==> config.mk <==
export PLATFORM = sky130hd
export DESIGN_NAME = rllc_frame
export DESIGN_NICKNAME = d
export VERILOG_FILES = /design/src/rllc_pkg.sv /design/src/rllc_frame.sv
export VERILOG_INCLUDE_DIRS = /design/src /design/src/src
export SDC_FILE = /design/constraint.sdc
export NUM_CORES = 1
export LEC_CHECK = 0
export BUFFER_PORTS_ARGS = -buffer_cell sky130_fd_sc_hd__buf_2
export CORE_AREA = 2 2 128 130
export DETAILED_ROUTE_END_ITERATION = 16
export DIE_AREA = 0 0 130 132
export PLACE_DENSITY = 0.73
export SLEW_MARGIN = 25
export SYNTH_ARGS = -nofsm -noshare
export SYNTH_HDL_FRONTEND = slang
export SYNTH_SLANG_ARGS = --single-unit
export TNS_END_PERCENT = 20
==> constraint.sdc <==
create_clock -name clock -period 4 [get_ports clock]
set_clock_uncertainty 0.15 [all_clocks]
set_input_delay 0.2 -clock clock [delete_from_list [all_inputs] [get_ports clock]]
set_output_delay 0.2 -clock clock [all_outputs]
set_load 0.02 [all_outputs]
==> src/record_list_length_checker_macros.svh <==
// assertion helpers shared by the checker modules
`ifndef RECORD_LIST_LENGTH_CHECKER_MACROS_SVH
`define RECORD_LIST_LENGTH_CHECKER_MACROS_SVH

// same-cycle implication, checked outside reset
`define RLLC_ASSERT_NOW(label, ante, cons, msg) \
   label: assert property (@(posedge clock) disable iff (reset) (ante) |-> (cons)) \
      else $error(msg);

// next-cycle implication, checked outside reset
`define RLLC_ASSERT_NEXT(label, ante, cons, msg) \
   label: assert property (@(posedge clock) disable iff (reset) (ante) |=> (cons)) \
      else $error(msg);

`endif

==> src/rllc_pkg.sv <==
package rllc_pkg;

   // framing limits
   localparam int unsigned MaxRecords  = 1024;
   localparam int unsigned CountBytes  = 4;
   localparam int unsigned HeaderBytes = 8;

   localparam logic [31:0] MaxTotalReset = 32'd4194304;

   // framing phase codes
   localparam logic [1:0] PhCount   = 2'd0;
   localparam logic [1:0] PhHeader  = 2'd1;
   localparam logic [1:0] PhPayload = 2'd2;
   localparam logic [1:0] PhDone    = 2'd3;

   // verdict codes
   localparam logic [2:0] VerdictOk       = 3'd0;
   localparam logic [2:0] VerdictRange    = 3'd1;
   localparam logic [2:0] VerdictRecords  = 3'd2;
   localparam logic [2:0] VerdictHeader   = 3'd3;
   localparam logic [2:0] VerdictPayload  = 3'd4;
   localparam logic [2:0] VerdictTrailing = 3'd5;

   // one byte leaving the input register into the framing logic
   typedef struct packed {
      logic       valid;
      logic       last;
      logic [7:0] data;
   } step_type;

endpackage

==> src/rllc_frame.sv <==
`include "record_list_length_checker_macros.svh"

module rllc_frame (
   input  logic               clock,
   input  logic               reset,
   input  rllc_pkg::step_type step,
   input  logic [31:0]        max_total,
   output logic [2:0]         verdict
);

   logic [1:0]  phase_ff, phase_in;
   logic [31:0] total_ff, total_in;
   logic        over_ff, over_in;
   logic [31:0] shift_ff, shift_in;
   logic [2:0]  idx_ff, idx_in;
   logic [10:0] records_ff, records_in;
   logic [31:0] payload_ff, payload_in;
   logic [2:0]  error_ff, error_in;

   logic [31:0] shifted;
   logic [10:0] records_dec;
   logic [31:0] payload_dec;

   always_comb begin
      shifted     = {shift_ff[23:0], step.data};
      records_dec = records_ff - 11'd1;
      payload_dec = payload_ff - 32'd1;

      phase_in   = phase_ff;
      total_in   = total_ff;
      over_in    = over_ff;
      shift_in   = shift_ff;
      idx_in     = idx_ff;
      records_in = records_ff;
      payload_in = payload_ff;
      error_in   = error_ff;
      verdict    = rllc_pkg::VerdictOk;

      if (step.valid) begin
         over_in  = over_ff | (total_ff == '1);
         total_in = total_ff + 32'd1;

         if (error_ff == rllc_pkg::VerdictOk) begin
            unique case (phase_ff)
               rllc_pkg::PhCount: begin
                  shift_in = shifted;
                  idx_in   = idx_ff + 3'd1;
                  if (idx_ff == 3'(rllc_pkg::CountBytes - 1)) begin
                     idx_in   = '0;
                     shift_in = '0;
                     if (shifted > 32'(rllc_pkg::MaxRecords)) begin
                        error_in = rllc_pkg::VerdictRecords;
                     end else begin
                        records_in = shifted[10:0];
                        phase_in   = (shifted == '0) ? rllc_pkg::PhDone : rllc_pkg::PhHeader;
                     end
                  end
               end
               rllc_pkg::PhHeader: begin
                  shift_in = shifted;
                  idx_in   = idx_ff + 3'd1;
                  if (idx_ff == 3'(rllc_pkg::HeaderBytes - 1)) begin
                     // length word is the last four header bytes
                     payload_in = shifted;
                     shift_in   = '0;
                     if (shifted == '0) begin
                        records_in = records_dec;
                        phase_in   = (records_dec == '0) ? rllc_pkg::PhDone
                                                         : rllc_pkg::PhHeader;
                     end else begin
                        phase_in = rllc_pkg::PhPayload;
                     end
                  end
               end
               rllc_pkg::PhPayload: begin
                  payload_in = payload_dec;
                  if (payload_dec == '0) begin
                     records_in = records_dec;
                     phase_in   = (records_dec == '0) ? rllc_pkg::PhDone
                                                      : rllc_pkg::PhHeader;
                  end
               end
               default: begin
                  error_in = rllc_pkg::VerdictTrailing;
               end
            endcase
         end

         if (over_in || (total_in < 32'(rllc_pkg::CountBytes)) || (total_in > max_total)) begin
            verdict = rllc_pkg::VerdictRange;
         end else if (error_in != rllc_pkg::VerdictOk) begin
            verdict = error_in;
         end else if (phase_in == rllc_pkg::PhPayload) begin
            verdict = rllc_pkg::VerdictPayload;
         end else if (phase_in == rllc_pkg::PhHeader) begin
            verdict = rllc_pkg::VerdictHeader;
         end else if (phase_in == rllc_pkg::PhCount) begin
            verdict = rllc_pkg::VerdictRange;
         end else begin
            verdict = rllc_pkg::VerdictOk;
         end

         // list closed: back to the start state
         if (step.last) begin
            phase_in   = rllc_pkg::PhCount;
            total_in   = '0;
            over_in    = 1'b0;
            shift_in   = '0;
            idx_in     = '0;
            records_in = '0;
            payload_in = '0;
            error_in   = rllc_pkg::VerdictOk;
         end
      end
   end

   always_ff @(posedge clock) begin
      if (reset) begin
         phase_ff   <= rllc_pkg::PhCount;
         total_ff   <= '0;
         over_ff    <= 1'b0;
         shift_ff   <= '0;
         idx_ff     <= '0;
         records_ff <= '0;
         payload_ff <= '0;
         error_ff   <= rllc_pkg::VerdictOk;
      end else begin
         phase_ff   <= phase_in;
         total_ff   <= total_in;
         over_ff    <= over_in;
         shift_ff   <= shift_in;
         idx_ff     <= idx_in;
         records_ff <= records_in;
         payload_ff <= payload_in;
         error_ff   <= error_in;
      end
   end

   `RLLC_ASSERT_NOW(a_records_bound, 1'b1, records_ff <= 11'(rllc_pkg::MaxRecords), "records over limit")
   `RLLC_ASSERT_NOW(a_header_owed, phase_ff == rllc_pkg::PhHeader, records_ff != '0, "header with no records left")
   `RLLC_ASSERT_NOW(a_payload_owed, phase_ff == rllc_pkg::PhPayload, payload_ff != '0, "payload phase with zero left")
   `RLLC_ASSERT_NEXT(a_close_clears, step.valid && step.last, (total_ff == '0) && (phase_ff == rllc_pkg::PhCount), "state not cleared after last byte")

endmodule

Word level (Yosys, flattened, before mapping)
Cells that the tools add are included.
{"block": "word_totals", "word_cells": 91, "out_inout_bits": 3, "ff_bits": 108}
{"block": "op_classes", "n_bitwise": 1, "reduce_logical": 17, "eq_ne": 12, "addsub": 4, "n_mux": 46, "order_cmp": 3}
{"operator": "$mux 32", "count": 4}
{"operator": "$mux 24", "count": 4}
{"operator": "$mux 11", "count": 7}
{"operator": "$logic_not 32->1", "count": 2}
{"operator": "$pmux 32 s2", "count": 1}
{"operator": "$pmux 24 s2", "count": 1}
{"operator": "$mux 3", "count": 12}
{"operator": "$pmux 11 s3", "count": 1}
{"operator": "$add 32x1->32 const B", "count": 1}
{"operator": "$eq 32x32->1 const B", "count": 1}
{"operator": "$gt 32x11->1 const B", "count": 1}
{"operator": "$gt 32x32->1", "count": 1}
{"operator": "$lt 32x3->1 const B", "count": 1}
{"operator": "$sub 32x1->32 const B", "count": 1}
{"operator": "$mux 2", "count": 11}
{"operator": "$ne 3x3->1 const B", "count": 5}
{"operator": "$pmux 3 s2", "count": 2}
{"operator": "$logic_not 11->1", "count": 1}
{"operator": "$sub 11x1->11 const B", "count": 1}
{"operator": "$reduce_bool 3->1", "count": 3}
{"operator": "$reduce_and 8->1", "count": 1}
{"operator": "$pmux 2 s3", "count": 1}
{"operator": "$eq 2x1->1 const B", "count": 2}
{"operator": "$eq 2x2->1 const B", "count": 2}
{"operator": "13 further kinds", "count": 16}

Depth between registers and ports, before layout
Gate-level depths: netlist (run 1).
{"block": "logic_depth", "depth_word": 15, "ltp_mapped": 17, "mapped_depth_nobuf": 16}

Least setup slack after synthesis (run 1)
No wires, ideal clock.
{"block": "synth_path", "path_kind": "reg-to-output", "from": "reg total_ff[1]", "to": "out verdict[2]", "slack_ps": -131, "path_stages_with_launch": 18, "t_required_ps": 3650, "arrival_ps": 3781, "path_cell_list": "dfxtp_1 > ha_1 > and3_1 > clkbuf_1 > nand4_1 > nor3_1 > nand3_1 > xnor2_1 > ha_1 > a21o_1 > a21o_1 > a21oi_1 > o21ai_0 > a21oi_1 > nand4b_1 > nand2_1 > nand3_1 > nor3_1"}
{"block": "synth_between", "elab_chain_cells": 6}
{"element": "start, declared", "line": "rllc_frame.sv:12", "rtl": "logic [31:0] total_ff, total_in;"}
{"element": "start signal, assigned", "line": "rllc_frame.sv:129", "rtl": "total_ff <= total_in;"}
{"element": "$add 32x1->32 / $eq 32x32->1 (equally long branches)", "line": "rllc_frame.sv:41, rllc_frame.sv:40"}
{"element": "$lt 32x3->1 / $or 1x1->1 (equally long branches)", "line": "rllc_frame.sv:89, rllc_frame.sv:40"}
{"element": "$logic_or 1x1->1", "line": "rllc_frame.sv:89", "rtl": "if (over_in || (total_in < 32'(rllc_pkg::CountBytes)) || (total_in > max_total)) begin"}
{"element": "$logic_or 1x1->1 *", "line": "rllc_frame.sv:89"}
{"element": "$mux 3 *", "line": "rllc_frame.sv:89"}
{"element": "$mux 3 *", "line": "rllc_frame.sv:39", "rtl": "if (step.valid) begin"}
{"element": "end, declared", "line": "rllc_frame.sv:8", "rtl": "output logic [2:0] verdict"}
Mark *: on every way between the ends. The rest lies on a longest branch, timed or not.

Worst setup path in the final report (run 1)
{"block": "layout_path", "from": "reg payload_ff[24]", "to": "out verdict[1]"}
{"block": "layout_between", "elab_chain_cells": 12}
{"element": "start, declared", "line": "rllc_frame.sv:17", "rtl": "logic [31:0] payload_ff, payload_in;"}
{"element": "start signal, assigned", "line": "rllc_frame.sv:134", "rtl": "payload_ff <= payload_in;"}
{"element": "$sub 32x1->32 *", "line": "rllc_frame.sv:27", "rtl": "payload_dec = payload_ff - 32'd1;"}
{"element": "$logic_not 32->1 *", "line": "rllc_frame.sv:77", "rtl": "if (payload_dec == '0) begin"}
{"element": "$mux 2 *", "line": "rllc_frame.sv:77"}
{"element": "$pmux 2 s3 *", "line": "rllc_frame.sv:44", "rtl": "unique case (phase_ff)"}
{"element": "$mux 2 *", "line": "rllc_frame.sv:43", "rtl": "if (error_ff == rllc_pkg::VerdictOk) begin"}
{"element": "$mux 2 *", "line": "rllc_frame.sv:39"}
{"element": "$eq 2x1->1", "line": "rllc_frame.sv:95", "rtl": "end else if (phase_in == rllc_pkg::PhHeader) begin"}
{"element": "$mux 2", "line": "rllc_frame.sv:95"}
{"element": "$mux 3 *", "line": "rllc_frame.sv:93", "rtl": "end else if (phase_in == rllc_pkg::PhPayload) begin"}
{"element": "$mux 3 *", "line": "rllc_frame.sv:91", "rtl": "end else if (error_in != rllc_pkg::VerdictOk) begin"}
{"element": "$mux 3 *", "line": "rllc_frame.sv:89"}
{"element": "$mux 3 *", "line": "rllc_frame.sv:39"}
Mark *: on every way between the ends. The rest lies on a longest branch, timed or not. The select of a mux whose other input is x is not followed.

==> results of run 1 <==
routing by layer:
metal  vias to the layer above  GRT usage [%]  wire length [um]
met5                         -              0                 0
met4                         0           9.62               731
met3                        50           3.53              1370
met2                       301           42.4             10800
met1                      3868           33.2              9750
li1                       3984              -                 -
Yosys cell counts (3+ instances only):
master / n / area, um2
nand2b_1: 10 / 62.6
clkbuf_1: 61 / 229
a21oi_1: 77 / 385
mux2_2: 7 / 78.8
nand4b_1: 3 / 26.3
dfxtp_1: 108 / 2160
or4_1: 6 / 45.0
o21ai_0: 72 / 360
a21boi_0: 3 / 22.5
a211o_1: 3 / 26.3
o211ai_1: 4 / 30.0
o2bb2ai_1: 4 / 35.0
and3_1: 14 / 87.6
nor2b_1: 12 / 75.1
inv_1: 55 / 206
ha_1: 42 / 526
nand4_1: 22 / 138
a2111oi_0: 3 / 26.3
xnor2_1: 26 / 228
o22ai_1: 3 / 18.8
nor4_1: 25 / 156
nor4b_1: 4 / 35.0
nor2_1: 128 / 480
and4_1: 4 / 35.0
o21a_1: 3 / 22.5
nand3_1: 58 / 290
a22o_1: 6 / 52.6
a21o_1: 13 / 97.6
a22oi_1: 39 / 293
nor3b_1: 6 / 45.0
or3_1: 12 / 75.1
o31ai_1: 3 / 22.5
or2_2: 7 / 43.8
a31oi_1: 9 / 56.3
nand3b_1: 7 / 52.6
mux2i_1: 7 / 70.1
a41oi_1: 3 / 26.3
xor2_1: 21 / 184
nor3_1: 50 / 250
nand2_1: 70 / 263
final cells by class:
| class | count | area [um2] |
|---|---|---|
| clock inverter | 6 | 46.3 |
| fill | 1414 | 6450 |
| timing repair buffer | 130 | 896 |
| tap | 216 | 270 |
| clock buffer | 10 | 239 |
| multi-input combinational | 826 | 5400 |
| inverter | 57 | 219 |
| sequential | 108 | 2190 |
kinds of logic (layout without fill, tap and decap cells):
family | Yosys count | count (layout) | synth area share [%]
buffers and inverters | 121 | 203 | 5.99
adders and majority gates | 42 | 42 | 6.78
and+or+nand+nor | 450 | 450 | 29.5
DFF | 108 | 108 | 27.9
xor gates and xnor gates | 47 | 47 | 5.31
muxes | 14 | 14 | 1.92
AOI/OAI and AO/OA | 273 | 273 | 22.6
through the flow:
| step | setup slack (ns) | hold slack (ns) | utilization (%) | cells | power [uW] |
|---|---|---|---|---|---|
| 3_5_place_dp | -0.00766 | 0.304 | 53.8 | 1311 | 1470 |
| 6_report | -0.0998 | 0.0157 | 58.9 | 1353 | 2360 |
| 5_1_grt | -0.194 | 0.0166 | 58.9 | 1353 | 2440 |
| 4_1_cts | -0.0179 | 0.00572 | 57.5 | 1347 | 2360 |
| 3_3_place_gp | 0.0540 | 0.294 | 53.8 | 1311 | 1460 |
| 2_1_floorplan | 0.0527 | 0.202 | - | 1055 | 1350 |
how the worst min path moves through the flow:
stage | startpoint | to | slack [ns] | cells past startpoint
after floorplan | step[0] | shift_ff[0] | 0.20 | 2
after global placement | idx_ff[1] | idx_ff[1] | 0.29 | 2
after detailed placement | idx_ff[1] | idx_ff[1] | 0.30 | 2
after CTS | reset | idx_ff[0] | 0.006 | 2
after global routing | reset | idx_ff[0] | 0.02 | 2
final | reset | total_ff[26] | 0.02 | 2
registers in the layout (all words and copies together) (netlist names):
| name | count |
|---|---|
| idx_ff | 3 |
| total_ff | 32 |
| records_ff | 11 |
| error_ff | 3 |
| phase_ff | 2 |
| over_ff | 1 |
| payload_ff | 32 |
| shift_ff | 24 |
worst max-delay path, stage by stage, from the launching register on:
cell and delay, ns:
dfxtp_1 0.37, or4_1 0.53, or3_1 0.39, nor3_2 0.19, o2111ai_1 0.21, nor4_1 0.41, and4_4 0.31, o21ai_1 0.09
or4_4 0.49, a211oi_2 0.23, buf_4 0.17
layout by cell type (no fill, tap or decap), drive strengths merged, types with 7 or more instances in the layout:
cell,synthesis,final
dfxtp,108,108
nand3,59,59
xnor2,26,26
nand3b,7,7
a21o,13,13
nand2b,10,10
a21oi,77,77
clkbuf,61,10
inv,55,57
nor2b,12,12
mux2,7,7
or3,13,13
xor2,21,21
o21ai,74,74
mux2i,7,7
or4,7,7
nand2,70,70
nor2,129,129
ha,42,42
nand4,22,22
buf,3,124
and3,14,14
or2,7,7
a31oi,9,9
nor4,27,27
nor3,51,51
a22oi,39,39
what timing repair did:
| action | in CTS | in global routing |
|---|---|---|
| hold buffers | 6 | 0 |
| buffers inserted | 14 | 6 |
| gates resized for setup | 49 | 37 |
| endpoints found under the hold margin | 6 | 0 |
| pin swaps | 17 | 20 |
| setup endpoints to repair | 3 | 3 |
power by group through the flow:
stage               logic, uW  clock network, uW  registers (uW)
finish                    384                880            1100
global route              416                930            1100
CTS                       367                900            1100
detailed placement        346                  0            1120
global placement          341                  0            1120
floorplan                 230                  0            1120
==> summary.txt, run 1 <==
Layout
  – Design area: 0.00926 mm2
  – Fin nets: 1,218
  – N_diodes: 0
  – Fraction of layout instances using a drive strength above 1: between 20% and 30%
  – Syn-to-layout area delta: 19.4%

Critical path
  – Worst r2r dst: records_ff[1]
  – WP data arrival: 3.75 ns
  – CP endpoint: verdict[1]
  – CP Max Fanout: 6
  – R2R depth: 12
  – Critical Path RT: 3.65 ns
  – Worst R2R Start: payload_ff[1]
  – Worst Setup SP: payload_ff[24]
  – Critical Path Start Type: flop
  – CP Capture Type: output pin
  – FF-to-FF setup slack: approximately 0.58 ns
  – Critical path start-end classification: reg2out

Yosys
  – Cells after Synth: 1,055
  – Post-Syn Area: between 0.007 and 0.008 mm2
  – Unique masters post-synth: 75
  – Syn_area_per_cell: between 7 and 8 um2
  – Syn nets: 1,141
  – Ys flop type: dfxtp_1
  – EDFF count, synth: 0
  – Ys async rst share: 0%
  – Post-synthesis sequential area ratio: around 28%
  – Register bit total from synthesis: 108
  – Synth Warn #: 0

Power
  – Flop pwr share: 46.5%
  – Clock Power Share: 37.3%
  – Switching pwr: 681 uW
  – Pint: 1680 uW
  – PwrDens: about 250 mW/mm2
  – Sw frac: 28.9%
  – Logic gate share of total power: 16.3%
  – VDD IR max: ~0.34 mV
  – P_leak: around 0.0039 uW

Timing
  – Final hold viol count: 0
  – Setup violations, final: 2
  – Setup_tns: -0.122 ns
  – Least-Margin Pin Slew: 0.987 ns
  – Final min period: 4.10 ns
  – Final worst path period share: 102%
  – Min setup slack post-route: -0.0998 ns
  – Count of final max-slew check failures: 0
  – RSZ-0062 raised after global routing: true
  – Worst slew margin: approximately 34%
  – Max Clock Freq: 244 MHz

GRT
  – GRT Overall Usage: 25.5%
  – GRT overflow: 0
  – Largest net degree at the start of global routing: 87
  – Initial antenna violation count: 0
  – First-pass GRT wire length: 35.8 mm
  – Vias in the first global route: 7,445

Floorplan
  – Core Footprint: approximately 0.016 mm2
  – Number of placed I/O pins: between 40 and 50
  – Die height: 132 um
  – Die width: 130 um
  – Initial Utilization: 49.3%
  – Die area: 0.0172 mm2
  – # rows: 46

Routing
  – DR vias: 8,203
  – Post-Route WL: between 20 and 25 mm
  – Final ANT Viol Nets: 0
  – WL/cell: 16.7 um
  – DRT iter0 DRCs: 670
  – Drc violations: 0
  – First-pass DRT Iterations: 5
  – Via/cell ratio: between 6 and 7

Status
  – Failing checks: setup timing
  – Run status: finished with violations

Hold path
  – Worst Hold Class: in2reg

Placed design
  – Placed inst area: 0.00845 mm2
  – Detailed placement HPWL: 15.5 mm
  – IO Port Bufs: 46
  – Placer Congestion: 0.920

Clock tree
  – TritonCTS buffer count: 9
  – H-tree depth: 3
  – Num Clock Sinks: between 100 and 150
  – Clock root buffer: clkbuf_16
  – CTS Buffer Depth: 2
  – Clock latency on the worst-skew pair: about 0.36 ns
  – CTS tree: built
  – Clock slew at reported path FFs: 0.07 ns

Run
  – Number of max-cap violations: 0
(Power assumes the default switching activity.)
==> inputs of run 2 (changes only) <==
==> constraint.sdc (replaced) <==
create_clock -name clock -period 4 [get_ports clock]
set_clock_uncertainty 0.15 [all_clocks]
set_input_delay 0.4 -clock clock [delete_from_list [all_inputs] [get_ports clock]]
set_output_delay 0.4 -clock clock [all_outputs]
set_load 0.02 [all_outputs]
==> summary.txt, run 2 (synthesis results as in run 1) <==
GRT
  – First-pass GRT wire length: 36.7 mm
  – Vias in the first global route: 7,505
  – GRT Overall Usage: 26.2%
  – Initial antenna violation count: 0
  – Largest net degree at the start of global routing: 62
  – GRT overflow: 0

Placed design
  – Placer Congestion: a little over 1
  – Detailed placement HPWL: about 16 mm
  – Placed inst area: 0.00875 mm2
  – IO Port Bufs: 46

Routing
  – DRT iter0 DRCs: between 700 and 800
  – First-pass DRT Iterations: 6
  – Via/cell ratio: 5.92
  – Post-Route WL: between 20 and 25 mm
  – Final ANT Viol Nets: 0
  – DR vias: 8,171
  – WL/cell: approximately 16 um
  – Drc violations: 0

Hold path
  – Hold_sp: step[2]
  – Worst Hold Class: in2reg

Timing
  – Least-Margin Pin Slew: 0.984 ns
  – WHS: approximately 0.17 ns
  – Final worst path period share: 107%
  – Max Clock Freq: 234 MHz
  – Final min period: 4.27 ns
  – Setup violations, final: 3
  – Count of final max-slew check failures: 0
  – Final hold viol count: 0
  – Min setup slack post-route: -0.267 ns
  – Worst slew margin: around a third
  – RSZ-0062 raised after global routing: true

Critical path
  – Critical Path RT: around 3.5 ns
  – CP Capture Type: output pin
  – WP data arrival: 3.72 ns
  – Critical path start-end classification: reg2out
  – Worst path most repeated cell: or3b_4
  – Worst path max stage delay: 0.45 ns
  – Worst R2R Start: payload_ff[1]
  – Worst Setup SP: payload_ff[1]
  – Critical path cell sequence: inv_2, ha_4, or3b_4, nor2_4, nand3_2, or3b_4, a2111oi_4, a311oi_2, a211o_1, or4_4, a211oi_2, buf_4
  – Critical Path Start Type: flop
  – Slowest CP cell: a2111oi_4
  – CP Max Fanout: 5

Floorplan
  – Number of placed I/O pins: 47
  – Die area: between 0.015 and 0.02 mm2
  – Core Footprint: 0.0157 mm2
  – Die height: 132 um
  – Die width: 130 um
  – Initial Utilization: 49.3%
  – # rows: 46

Clock tree
  – TritonCTS buffer count: 9
  – Num Clock Sinks: 108
  – Clock root buffer: clkbuf_16
  – Clock slew at reported path FFs: roughly 0.070 ns
  – CTS Buffer Depth: 2
  – CTS tree: built
  – Clock latency on the worst-skew pair: between 0.3 and 0.4 ns
  – H-tree depth: 3

Layout
  – Commonest cells after routing, fill and taps aside: nor2_1, buf_4, dfxtp_1
  – Fraction of layout instances using a drive strength above 1: 22.1%
  – Fin nets: between 1,000 and 1,500
  – Most common cell after layout, fill and taps aside: nor2_1
  – FILL cells: 1,414
  – Syn-to-layout area delta: 21.8%
  – Design area: approximately 0.0094 mm2
  – N_diodes: 0
  – Largest regs: payload_ff x32, total_ff x32, shift_ff x24

Power
  – PwrDens: 258 mW/mm2
  – VDD IR max: approximately 0.30 mV
  – P_leak: 0.00403 uW

Run
  – Number of max-cap violations: 0

Status
  – Failing checks: setup timing
  – Run status: finished with violations
==> run 2: cell count changes in the layout (fill, tap and decap cells not counted), sizes merged <==
| cell | delta |
|---|---|
| dlygate4sd3 | -6 |
| buf | +34 |
| bufinv | +1 |
| inv | -1 |
| clkinvlp | -2 |
| clkbuf | +2 |
==> run 2: stage by stage <==
| stage | cells | utilization [%] | setup TNS (ns) | total power (uW) | worst slack (ns) |
|---|---|---|---|---|---|
| floorplan | 1055 | - | -0.0706 | 1350 | -0.0367 |
| global placement | 1351 | 55.7 | -0.486 | 1490 | -0.171 |
| detailed placement | 1351 | 55.7 | -0.589 | 1490 | -0.206 |
| CTS | 1377 | 59.3 | -0.712 | 2450 | -0.249 |
| global route | 1381 | 60.1 | -1.23 | 2540 | -0.425 |
| finish | 1381 | 60.1 | -0.694 | 2440 | -0.267 |
==> run 2: critical path: cells and delay by family (launching register included) <==
family	cells	cell delay [ns]
AND/OR/NAND/NOR	5	1.43
AO/OA/AOI/OAI	4	1.15
flip-flops	1	0.37
buffers and inverters	2	0.25
adder cells (fa/ha/maj)	1	0.15
==> run 2: report_power, final <==
part / internal (uW) / total [uW] / switching (uW)
logic: 161 / 395 / 234
clock network: 525 / 948 / 422
registers: 1080 / 1100 / 13.0
total: 1770 / 2440 / 669
==> run 2: final cells by class <==
type	count	area, um2	share of cell area (%)
timing repair buffer	158	1080	11.5
sequential	108	2170	23.0
inverter	57	214	2.27
clock inverter	4	56.3	0.597
multi-input combinational	826	5390	57.1
clock buffer	12	256	2.72
tap	216	270	2.86
==> run 2: worst paths after layout <==
kind | end | slack (ns) | cells past startpoint
max | verdict[1] | -0.27 | 12
min reg2reg | idx_ff[1] | 0.31 | 2
min | shift_ff[2] | 0.17 | 3
max reg2reg | records_ff[10] | 0.52 | 12
==> run 2: repair_timing <==
item,in CTS,in global routing
setup buffers,10,4
hold buffers,0,0
gates resized for setup,47,18
pin swaps,23,13
setup endpoints to repair,3,3
==> run 2: metal layers <==
layer / track usage [%] / routed length (um) / vias to the layer above
met5: 0 / 0 / -
met3: 4.30 / 1230 / 42
li1: - / - / 4031
met1: 34.6 / 9840 / 3833
met2: 43.6 / 11000 / 265
met4: 8.24 / 612 / 0
